### src/rtl/ncbm_pkg.sv
// Shared types, constants and codes for the nixie crossfade / blink display driver.
// No dependencies; every other file imports this package.
`timescale 1ns / 1ps

package ncbm_pkg;

	// Fade and blink timing
	localparam int FADE_TICKS    = 512;
	localparam int BLINK_PERIOD  = 2048;
	localparam int FADE_QUARTER  = FADE_TICKS / 4;
	localparam int BLINK_HALF    = BLINK_PERIOD / 2;

	localparam int FL_W = $clog2(FADE_TICKS + 1);
	localparam int BC_W = $clog2(BLINK_PERIOD);

	// Word widths
	localparam int WORD_W  = 16;
	localparam int DUTY_W  = 3;
	localparam int MODE_W  = 2;
	localparam int CFG_IDX_W = 2;
	localparam int CFG_DATA_W = 3;

	// Blanking masks
	localparam logic [WORD_W-1:0] MASK_HOURS   = 16'hff00;
	localparam logic [WORD_W-1:0] MASK_MINUTES = 16'h00ff;
	localparam logic [WORD_W-1:0] MASK_MIDDLE  = 16'h0ff0;
	localparam logic [WORD_W-1:0] MASK_KEEP_M1 = 16'hff0f;
	localparam logic [WORD_W-1:0] MASK_ALL     = 16'hffff;
	localparam logic [WORD_W-1:0] M1_FIELD     = 16'h00f0;
	localparam logic [WORD_W-1:0] M1_TWO       = 16'h0020;
	localparam logic [WORD_W-1:0] WORD_BLANK   = 16'hffff;

	// Action codes of an input transaction
	localparam logic ACT_TICK  = 1'b0;
	localparam logic ACT_START = 1'b1;

	typedef enum logic [CFG_IDX_W-1:0] {
		CFG_TUBE_DUTY  = 2'd0,
		CFG_BLINK_MODE = 2'd1,
		CFG_BLINK_DUTY = 2'd2
	} cfg_index_t;

	typedef enum logic [MODE_W-1:0] {
		BLINK_OFF     = 2'd0,
		BLINK_HOURS   = 2'd1,
		BLINK_MINUTES = 2'd2,
		BLINK_FULL    = 2'd3
	} blink_mode_t;

	typedef struct packed {
		logic [DUTY_W-1:0] tube_duty;
		blink_mode_t       blink_mode;
		logic [DUTY_W-1:0] blink_duty;
	} cfg_t;

	typedef struct packed {
		logic [WORD_W-1:0] shown_value;
		logic [WORD_W-1:0] target_value;
		logic              fade_armed;
		logic [FL_W-1:0]   fade_left;
		logic [2:0]        old_share;
		logic [1:0]        dither_phase;
		logic [BC_W-1:0]   blink_count;
		logic [DUTY_W-1:0] eff_bright;
		logic [3:0]        scan_slot;
	} state_t;

	typedef struct packed {
		logic [WORD_W-1:0] display_word;
		logic [3:0]        port_a_bits;
		logic [3:0]        port_b_bits;
		logic [7:0]        port_c_bits;
		logic              blink_edge;
	} result_t;

	localparam state_t STATE_RESET = '{
		shown_value:  WORD_BLANK,
		target_value: WORD_BLANK,
		fade_armed:   1'b0,
		fade_left:    '0,
		old_share:    3'd0,
		dither_phase: 2'd0,
		blink_count:  '0,
		eff_bright:   '0,
		scan_slot:    4'd0
	};

	// Tube pin order for tens-of-minutes and hour digits
	function automatic logic [3:0] nib_swizzle(input logic [3:0] d);
		nib_swizzle = {d[0], d[3], d[1], d[2]};
	endfunction

endpackage

### src/rtl/ncbm_if.sv
// Handshake channels of the nixie display driver: input transactions and results.
// Depends on ncbm_pkg for widths.
`timescale 1ns / 1ps

interface ncbm_in_if;
	import ncbm_pkg::*;
	logic              valid;
	logic              ready;
	logic              action;
	logic [WORD_W-1:0] new_value;

	modport source (output valid, action, new_value, input ready);
	modport sink   (input valid, action, new_value, output ready);
endinterface

interface ncbm_out_if;
	import ncbm_pkg::*;
	logic              valid;
	logic              ready;
	logic [WORD_W-1:0] display_word;
	logic [3:0]        port_a_bits;
	logic [3:0]        port_b_bits;
	logic [7:0]        port_c_bits;
	logic              blink_edge;

	modport source (output valid, display_word, port_a_bits, port_b_bits, port_c_bits,
		blink_edge, input ready);
	modport sink   (input valid, display_word, port_a_bits, port_b_bits, port_c_bits,
		blink_edge, output ready);
endinterface

### src/rtl/nixie_crossfade_blink_mux.sv
// Top level of the four-digit nixie display driver with crossfade and blinking.
// Depends on ncbm_pkg, ncbm_if (ncbm_in_if, ncbm_out_if) and ncbm_step.
//
// Usage:
//   item   : input channel. action 1 (start fade) stores new_value as the target
//            and arms a fade; it produces no result. action 0 is one scan tick.
//   result : one transaction per scan tick: blanked BCD word, rehashed port
//            bits and the blink-edge flag.
//   cfg_we / cfg_index / cfg_data : register writes (0 tube_duty, 1 blink_mode,
//            2 blink_duty), taken on any edge with cfg_we high; other indexes
//            are ignored. Write only while the block is idle.
// Pipeline: an accepted tick is registered in stage 1, then processed into the
//   result register. Throughput: one transaction per cycle unless stalled; the
//   state update is a single pass of counter, compare and mask logic between
//   the stage-1 and result registers.
// Reset: all display state blank/zero, tube_duty 1, blink_mode 0, blink_duty 0.
// Stall: the result register holds while result.ready is low; stage 1 holds a
//   tick behind it, so item.ready drops only when both are full. Start-fade
//   transactions pass through stage 1 even while the result is stalled.
`timescale 1ns / 1ps

module nixie_crossfade_blink_mux
	import ncbm_pkg::*;
(
	input  logic                  clk,
	input  logic                  arst_n,
	ncbm_in_if.sink               item,
	ncbm_out_if.source            result,
	input  logic                  cfg_we,
	input  logic [CFG_IDX_W-1:0]  cfg_index,
	input  logic [CFG_DATA_W-1:0] cfg_data
);

	cfg_t              cfg_q;
	state_t            state_q;
	state_t            state_nxt;
	result_t           res_nxt;
	result_t           res_q;
	logic              res_valid_q;

	logic              valid_s1;
	logic              action_s1;
	logic [WORD_W-1:0] value_s1;
	logic              go_s1;

	// Stage 1 moves on when it holds a start, or the result slot can take a tick
	assign go_s1      = valid_s1 && (action_s1 == ACT_START || !res_valid_q || result.ready);
	assign item.ready = !valid_s1 || go_s1;

	// Configuration registers
	always_ff @(posedge clk or negedge arst_n) begin
		if (!arst_n) begin
			cfg_q.tube_duty  <= 3'd1;
			cfg_q.blink_mode <= BLINK_OFF;
			cfg_q.blink_duty <= 3'd0;
		end else if (cfg_we) begin
			case (cfg_index)
				CFG_TUBE_DUTY:  cfg_q.tube_duty  <= cfg_data;
				CFG_BLINK_MODE: cfg_q.blink_mode <= blink_mode_t'(cfg_data[MODE_W-1:0]);
				CFG_BLINK_DUTY: cfg_q.blink_duty <= cfg_data;
				default:        cfg_q <= cfg_q;
			endcase
		end
	end

	// Input register
	always_ff @(posedge clk or negedge arst_n) begin
		if (!arst_n) begin
			valid_s1 <= 1'b0;
		end else if (item.ready) begin
			valid_s1 <= item.valid;
		end
	end

	always_ff @(posedge clk) begin
		if (item.ready && item.valid) begin
			action_s1 <= item.action;
			value_s1  <= item.new_value;
		end
	end

	ncbm_step u_step (
		.cur (state_q),
		.cfg (cfg_q),
		.nxt (state_nxt),
		.res (res_nxt)
	);

	// Display state
	always_ff @(posedge clk or negedge arst_n) begin
		if (!arst_n) begin
			state_q <= STATE_RESET;
		end else if (go_s1) begin
			if (action_s1 == ACT_START) begin
				state_q.target_value <= value_s1;
				state_q.fade_armed   <= 1'b1;
			end else begin
				state_q <= state_nxt;
			end
		end
	end

	// Result register
	always_ff @(posedge clk or negedge arst_n) begin
		if (!arst_n) begin
			res_valid_q <= 1'b0;
		end else if (go_s1 && action_s1 == ACT_TICK) begin
			res_valid_q <= 1'b1;
		end else if (result.ready) begin
			res_valid_q <= 1'b0;
		end
	end

	always_ff @(posedge clk) begin
		if (go_s1 && action_s1 == ACT_TICK)
			res_q <= res_nxt;
	end

	assign result.valid        = res_valid_q;
	assign result.display_word = res_q.display_word;
	assign result.port_a_bits  = res_q.port_a_bits;
	assign result.port_b_bits  = res_q.port_b_bits;
	assign result.port_c_bits  = res_q.port_c_bits;
	assign result.blink_edge   = res_q.blink_edge;

endmodule

### src/rtl/ncbm_step.sv
// Next-state and result logic for one scan tick: blink, fade/dither, duty scan, pin map.
// Depends on ncbm_pkg.
`timescale 1ns / 1ps

module ncbm_step
	import ncbm_pkg::*;
(
	input  state_t  cur,
	input  cfg_t    cfg,
	output state_t  nxt,
	output result_t res
);

	always_comb begin
		state_t            s;
		logic [WORD_W-1:0] word;
		logic              edge_flag;
		logic [4:0]        on_slots;
		logic [4:0]        eff_slots;
		logic [5:0]        comp_slots;
		logic [3:0]        h1, h2, m1, m2;

		s         = cur;
		edge_flag = 1'b0;

		// Blink counter and effective brightness
		if (cfg.blink_mode != BLINK_OFF) begin
			if (s.blink_count == BC_W'(BLINK_PERIOD - 1))
				s.blink_count = '0;
			else
				s.blink_count = s.blink_count + 1'b1;
			if (s.blink_count >= BC_W'(BLINK_HALF)) begin
				if (s.eff_bright != cfg.blink_duty)
					edge_flag = 1'b1;
				s.eff_bright = cfg.blink_duty;
			end else begin
				s.eff_bright = cfg.tube_duty;
			end
		end

		// Fade start
		if (s.fade_armed) begin
			s.fade_left    = FL_W'(FADE_TICKS);
			s.old_share    = 3'd4;
			s.dither_phase = 2'd0;
			s.fade_armed   = 1'b0;
		end

		// Fade progress: share drops each quarter of the fade
		if (s.fade_left != '0) begin
			s.fade_left = s.fade_left - 1'b1;
			if ((s.fade_left % FL_W'(FADE_QUARTER)) == '0 && s.old_share != 3'd0)
				s.old_share = s.old_share - 3'd1;
			if (s.fade_left == '0) begin
				s.dither_phase = 2'd0;
				s.shown_value  = s.target_value;
			end
		end

		// Dither between old and new word
		word = ({1'b0, s.dither_phase} < s.old_share) ? s.shown_value : s.target_value;
		s.dither_phase = s.dither_phase + 2'd1;

		// Duty scan blanking
		on_slots   = {cfg.tube_duty, 2'b00};
		eff_slots  = {s.eff_bright, 2'b00};
		comp_slots = {({1'b0, cfg.tube_duty} + 4'd1), 2'b00};
		if ({1'b0, s.scan_slot} < on_slots) begin
			if ({1'b0, s.scan_slot} >= eff_slots) begin
				case (cfg.blink_mode)
					BLINK_HOURS:   word = word | MASK_HOURS;
					BLINK_MINUTES: word = word | MASK_MINUTES;
					BLINK_FULL:    word = word | MASK_ALL;
					default:       word = word;
				endcase
			end
			if (cfg.tube_duty > 3'd2 && s.scan_slot < 4'd4)
				word = word | MASK_MIDDLE;
		end else begin
			// Low brightness compensation keeps a "2" tens-of-minutes digit lit longer
			if (cfg.tube_duty < 3'd3 && {2'b00, s.scan_slot} < comp_slots &&
				(word & M1_FIELD) == M1_TWO && cfg.blink_mode == BLINK_OFF)
				word = word | MASK_KEEP_M1;
			else
				word = word | MASK_ALL;
		end
		s.scan_slot = s.scan_slot + 4'd1;

		h1 = word[15:12];
		h2 = word[11:8];
		m1 = word[7:4];
		m2 = word[3:0];

		nxt              = s;
		res.display_word = word;
		res.port_a_bits  = {m2[2], m2[1], m2[3], m2[0]};
		res.port_b_bits  = nib_swizzle(m1);
		res.port_c_bits  = {nib_swizzle(h1), nib_swizzle(h2)};
		res.blink_edge   = edge_flag;
	end

endmodule

### src/flat_wrapper.sv
// flat-port wrapper written by rule: the top's interface ports become plain ports
module nixie_crossfade_blink_mux_flat import ncbm_pkg::*;
  (clk, arst_n, cfg_we, cfg_index, cfg_data, item_valid, item_action, item_new_value, item_ready, result_valid, result_display_word, result_port_a_bits, result_port_b_bits, result_port_c_bits, result_blink_edge, result_ready);
  ncbm_in_if item_i ();
  ncbm_out_if result_i ();
  input  logic clk;
  input  logic arst_n;
  input  logic cfg_we;
  input  logic [CFG_IDX_W-1:0] cfg_index;
  input  logic [CFG_DATA_W-1:0] cfg_data;
  input wire logic [$bits(item_i.valid)-1:0] item_valid;
  input wire logic [$bits(item_i.action)-1:0] item_action;
  input wire logic [$bits(item_i.new_value)-1:0] item_new_value;
  output wire logic [$bits(item_i.ready)-1:0] item_ready;
  output wire logic [$bits(result_i.valid)-1:0] result_valid;
  output wire logic [$bits(result_i.display_word)-1:0] result_display_word;
  output wire logic [$bits(result_i.port_a_bits)-1:0] result_port_a_bits;
  output wire logic [$bits(result_i.port_b_bits)-1:0] result_port_b_bits;
  output wire logic [$bits(result_i.port_c_bits)-1:0] result_port_c_bits;
  output wire logic [$bits(result_i.blink_edge)-1:0] result_blink_edge;
  input wire logic [$bits(result_i.ready)-1:0] result_ready;
  assign item_i.valid = item_valid;
  assign item_i.action = item_action;
  assign item_i.new_value = item_new_value;
  assign item_ready = item_i.ready;
  assign result_valid = result_i.valid;
  assign result_display_word = result_i.display_word;
  assign result_port_a_bits = result_i.port_a_bits;
  assign result_port_b_bits = result_i.port_b_bits;
  assign result_port_c_bits = result_i.port_c_bits;
  assign result_blink_edge = result_i.blink_edge;
  assign result_i.ready = result_ready;
  nixie_crossfade_blink_mux u_core (.clk(clk), .arst_n(arst_n), .item(item_i), .result(result_i), .cfg_we(cfg_we), .cfg_index(cfg_index), .cfg_data(cfg_data));
endmodule
### config.mk
export PLATFORM = sky130hd
export DESIGN_NAME = nixie_crossfade_blink_mux_flat
export DESIGN_NICKNAME = d
export VERILOG_FILES = /design/src/rtl/ncbm_pkg.sv /design/src/rtl/ncbm_if.sv /design/src/rtl/nixie_crossfade_blink_mux.sv /design/src/rtl/ncbm_step.sv /design/src/flat_wrapper.sv
export SDC_FILE = /design/constraint.sdc
export NUM_CORES = 1
export LEC_CHECK = 0
export ABC_AREA = 1
export ABC_CLOCK_PERIOD_IN_PS = 3800
export BUFFER_PORTS_ARGS = -buffer_cell sky130_fd_sc_hd__buf_2
export CAP_MARGIN = 20
export CORE_MARGIN = 2
export CORE_UTILIZATION = 41
export CTS_BUF_LIST = sky130_fd_sc_hd__clkbuf_2
export DETAILED_ROUTE_END_ITERATION = 10
export GPL_TIMING_DRIVEN = 0
export SLEW_MARGIN = 0
export SYNTH_ARGS = -nofsm -noshare
export SYNTH_HDL_FRONTEND = slang
export SYNTH_HIERARCHICAL = 1
export SYNTH_SLANG_ARGS = --single-unit
export TNS_END_PERCENT = 50
### constraint.sdc
create_clock -name clk -period 3.8 [get_ports clk]
set_input_delay 0.19 -clock clk [delete_from_list [all_inputs] [get_ports clk]]
set_output_delay 0.19 -clock clk [all_outputs]
set_load 0.005 [all_outputs]
-- Yosys cells after proc, flatten, opt, wreduce, memory -nomap -nowiden
Cells that the tools add are included.
- bits in registers: 126
- bits of input ports: 27
- output and inout port bits: 35
- word-level logic and storage cells: 92
- $add $sub $neg: 6
- order comparisons: 8
- equality and inequality tests: 8
- mux-type cells: 20
- bitwise operators: 1
- reduce and logical (&&, ||, !) cells: 28
- operators with widths (kind ; count):
    $mux 16 ; 5
    $pmux 16 s3 ; 1
    $mux 15 ; 2
    $mux 11 ; 2
    $logic_not 10->1 ; 2
    $mux 12 ; 1
    $reduce_and 2->1 ; 6
    $add 11x1->11 const B ; 1
    $eq 11x11->1 const B ; 1
    $ge 11x11->1 const B ; 1
    $reduce_bool 10->1 ; 1
    $sub 10x1->10 const B ; 1
    $mux 3 ; 3
    $logic_and 1x1->1 ; 8
    $mux 8 ; 1
    $eq 2x2->1 const B ; 3
    $lt 4x6->1 ; 1
    $ge 4x5->1 ; 1
    $lt 4x5->1 ; 1
    $add 3x1->4 const B ; 1
    $add 4x1->4 const B ; 1
    $eq 2x1->1 const B ; 2
    $eq 4x2->1 const B ; 1
    $logic_not 2->1 ; 2
    other kinds (15) ; 22

-- Depth between registers and ports, before layout
- depth after elaboration: 13
- depth in mapped cells: 24
- gate-level depth less buffers: 23

-- Cells and area by module
The synthesis kept the hierarchy.
- by module, submodules not included (module ; instances ; cells each ; area an instance (µm²) ; sequential area each (µm²)):
    nixie_crossfade_blink_mux ; 1 ; 439 ; 4884.7 ; 3444.6
    ncbm_step ; 1 ; 384 ; 2010.7 ; 0.0

-- Worst setup path after synthesis
Ideal clock, no wire load.
- kind: register to register
- start point: register u_core/state_q[33] in the netlist's numbering
- end point: register u_core.res_q (netlist bit u_core/result.display_word[6]) (data pin)
- setup time: 0.251 ns
- data arrival time: 2.829 ns
- required time: 3.549 ns
- path slack: 0.720 ns
- cell stages (with the launch flop): 23
- buffers on the path: 1
- clock period less this slack: 3.080 ns
- cell sequence: dfrtp_1 inv_4 nand2_1 ha_1 nand3_1 nor2_1 nand2_2 nand3_1 nor2_2 nand3_4 nand2_1 nor2_1 ha_1 inv_1 a21oi_2 nand2_4 nand2_4 nand2_1 o21ai_1 nand3_1 nand2_2 nand2_1 buf_4
- RTL lines (item ; line ; RTL):
    start, declared ; nixie_crossfade_blink_mux.sv:35 ; state_t state_q;
    start signal, assigned ; nixie_crossfade_blink_mux.sv:98 ; state_q <= state_nxt;
    end signal, assigned ; nixie_crossfade_blink_mux.sv:116 ; res_q <= res_nxt;
    end, declared ; nixie_crossfade_blink_mux.sv:38 ; result_t res_q;

==> flow_summary.toml <==
[setup_path]
path_cells = "inv_4 -> nand2_1 -> ha_2 -> nand3_1 -> nor2_1 -> nand2_2 -> nand3_1 -> nor2_2 -> nand3_4 -> nand2_1 -> nor2_1 -> ha_1 -> inv_1 -> a21oi_2 -> nand2_4 -> nand2_4 -> nand2_1 -> o21ai_1 -> nand3_1 -> nand2_2 -> nand2_1 -> buf_4"
worstPathArrival_ns = 3.96
start_kind = "flop"
cp_slowest_cell = "dfrtp_2"
criticalPathCategory = "flop to flop"
critical-path-max-stage-delay_ns = 0.51
worstSetupEndpointType = "flop"
worstPathRequired_ns = 4.29
cp_max_fo = 10
crit_top_cell = "nand2_1"

[sta]
fin_worst_skew_ns = 0.0270
rsz0062_at_grt = "yes"
slew_viol_final = 0
final_hold_viol_count = 0
maxSlewHeadroom = 0.651
final-setup-viol-count = 0
setup_ws_ns = 0.334
fin_crit_sh = 0.912
tightest_slew_ns = 0.521
min_period_ns = 3.47
setup_tns_ns = 0
max_freq_ghz = 0.289

[logic_synthesis]
synth_cells = 823
synth_cell_types = 43
yosysTopAreaCell = "edfxtp_1"
yosys.cell_count.top_type = "nand2_1"
ys.flop_type = "edfxtp_1"
synthTopCellsByCount = "326 x nand2_1, 58 x inv_1, 54 x nand4_1"
ys_seq_area_frac = 0.500
syn_nets = 863
synth.avg_cell_area_um2 = 8.38
yosysWarnings = 6
netlist.area_leader.share = 0.218
synth_seq_cells = 126
ys_async_sr_fraction = 0.603
syn_area_um2 = 6900
synthTopCellsByArea = "edfxtp_1 22%, nand2_1 18%, dfrtp_1 16%"
synth_edf_count = 50

[cts]
cts_buffers = 17
cts_max_level = 4
cts_root_buffer = "clkbuf_2"
insertion_delay_ns = 0.72
cts.sinks = 126
cts_tree = "built"
cts_buffer_depth = 2
clk_transition_reported_paths_ns = 0.20

[global_routing]
grt_antenna_before_repair = 1
grt_pass1_wl_um = 27000
grt_util_met3 = 0.0422
grt_pass1_vias = 5338
grt_max_degree = 66
track_usage = 0.193
use_met1 = 0.275
grt_overflow = 0
busiest_layer = "met2"
met2_usage = 0.292

[job]
maxCapViolCount = 0

[routing]
drtIter0Drc = 388
avgViaCountPerCell = 4.79
vias = 5656
ant_nets = 0
drtPass1Iterations = 5
routed_wire_length_per_instance_um = 13.7
drc = 0
wl_um = 16100

[power]
clock_power_share = 0.197
switching_share = 0.371
internal_power_mw = 2.88
power_density_nw_per_um2 = 557
pwr-share-comb = 0.364
seq_power_share = 0.439
power_mw = 4.58
leakagePower_nw = 3.99
p_sw_mw = 1.70
vdd_drop_max_uv = 350

[place]
placedCellCount = 1107
place_hpwl_um = 10900
numPortBuffers = 61
pre_cts_ws_ns = -0.0310
gp_congestion = 0.844

[die]
core_area_um2 = 16500
die_x_um = 134
num_rows = 47
die-area_um2 = 17900
initial_core_util = 0.417
ios = 62
die_h_um = 134

[final_layout]
nNetsFinal = 986
area_growth_syn_to_layout_pct = 19.1
drive_gt1_frac = 0.246
final_cells = 1180

[status]
outcome = "finished, final reports clean"

[min_path]
hold_class = "input port to flop"
## critical path: cells and delay by family, from the launching register on
kind | cells | cell delay (ns)
buf+inv | 3 | 0.35
compound gates | 2 | 0.27
flops | 1 | 0.51
fa+ha+maj | 2 | 0.49
simple gates | 15 | 1.62
## cell usage in the layout (no fill, tap or decap), drive strengths merged, types with 13 or more instances in the layout
| cell type | count |
|---|---|
| dfrtp | 43 |
| inv | 66 |
| ha | 13 |
| clkbuf | 26 |
| edfxtp | 50 |
| dlygate4sd3 | 33 |
| nand4 | 55 |
| nand2 | 340 |
| nand3 | 53 |
| o21ai | 29 |
| dfstp | 33 |
| buf | 131 |
| nor2 | 33 |
## sequential cells by signal, indices dropped and copies added (netlist names)
register / flops
u_core/state_q: 66
u_core/result.display_word: 16
u_core/value_s1: 16
u_core/cfg_q: 8
u_core/result.port_c_bits: 8
u_core/result.port_a_bits: 4
u_core/result.port_b_bits: 4
u_core/action_s1: 1
u_core/result.blink_edge: 1
u_core/result.valid: 1
u_core/valid_s1: 1
## per-stage QoR
step	hold slack (ns)	instance area, um2	utilization
final	0.159	8210	0.497
after global placement	0.367	7480	0.452
after floorplan	-0.106	6900	-
after detailed placement	0.0539	7540	0.456
after global routing	0.0662	8210	0.497
after CTS	0.0864	8130	0.492
## metal layers
metal  vias up  share of wire
met5         -              0
met4         0          0.015
met3        18          0.049
met2       142           0.44
met1      2591           0.50
li1       2905              -
## cell type report
type | count | area (um2)
clock inverter | 14 | 166
sequential | 126 | 3450
clock buffer | 18 | 90.1
timing repair buffer | 104 | 753
buffer | 68 | 460
antenna | 1 | 2.50
multi-input combinational | 565 | 2770
inverter | 64 | 245
fill | 1572 | 8320
tap | 220 | 275
## repair_timing
item / 4_1_cts / 5_1_grt
endpoints found under the hold margin: 115 / 0
setup endpoints to repair: 5 / 28
pin swaps: 0 / 1
gates resized for setup: 1 / 8
buffers inserted: 0 / 7
gates cloned: 0 / 0
hold buffers: 33 / 0
## cell families after synthesis
kind of cell               count (synthesis)  share of synthesized area
and+or+nand+nor                          491                      0.316
DFF                                      126                      0.500
AOI/OAI and AO/OA                         46                     0.0399
adders and majority gates                 13                     0.0236
xor gates and xnor gates                  14                     0.0178
other                                      1                   0.000544
buffers and inverters                    132                      0.102
## final timing paths
kind,slack (ns),cells after the start,startpoint,end
max,0.33,22,u_core/state_q[33]$_DFFE_PN0P_,u_core/result.display_word[7]$_DFFE_PP_
min,0.16,2,item_new_value[10],u_core/value_s1[10]$_DFFE_PP_
max reg2reg,0.33,22,u_core/state_q[33]$_DFFE_PN0P_,u_core/result.display_word[7]$_DFFE_PP_
min reg2reg,0.48,2,u_core/state_q[65]$_DFFE_PN1P_,u_core/state_q[65]$_DFFE_PN1P_
max in group asynchronous,2.42,4,arst_n,u_core/state_q[12]$_DFFE_PN0P_
min in group asynchronous,0.52,4,arst_n,u_core/cfg_q[7]$_DFFE_PN0P_
## power groups by stage
stage          Clock [mW]  Sequential (mW)  Combinational (mW)
2_1_floorplan           0             1.99                1.19
3_3_place_gp            0             2.04                1.57
3_5_place_dp            0             2.04                1.60
4_1_cts             0.933             2.01                1.63
5_1_grt             0.999             2.05                1.91
6_report            0.899             2.01                1.67
No activity file was read; power rests on OpenSTA's default activity.
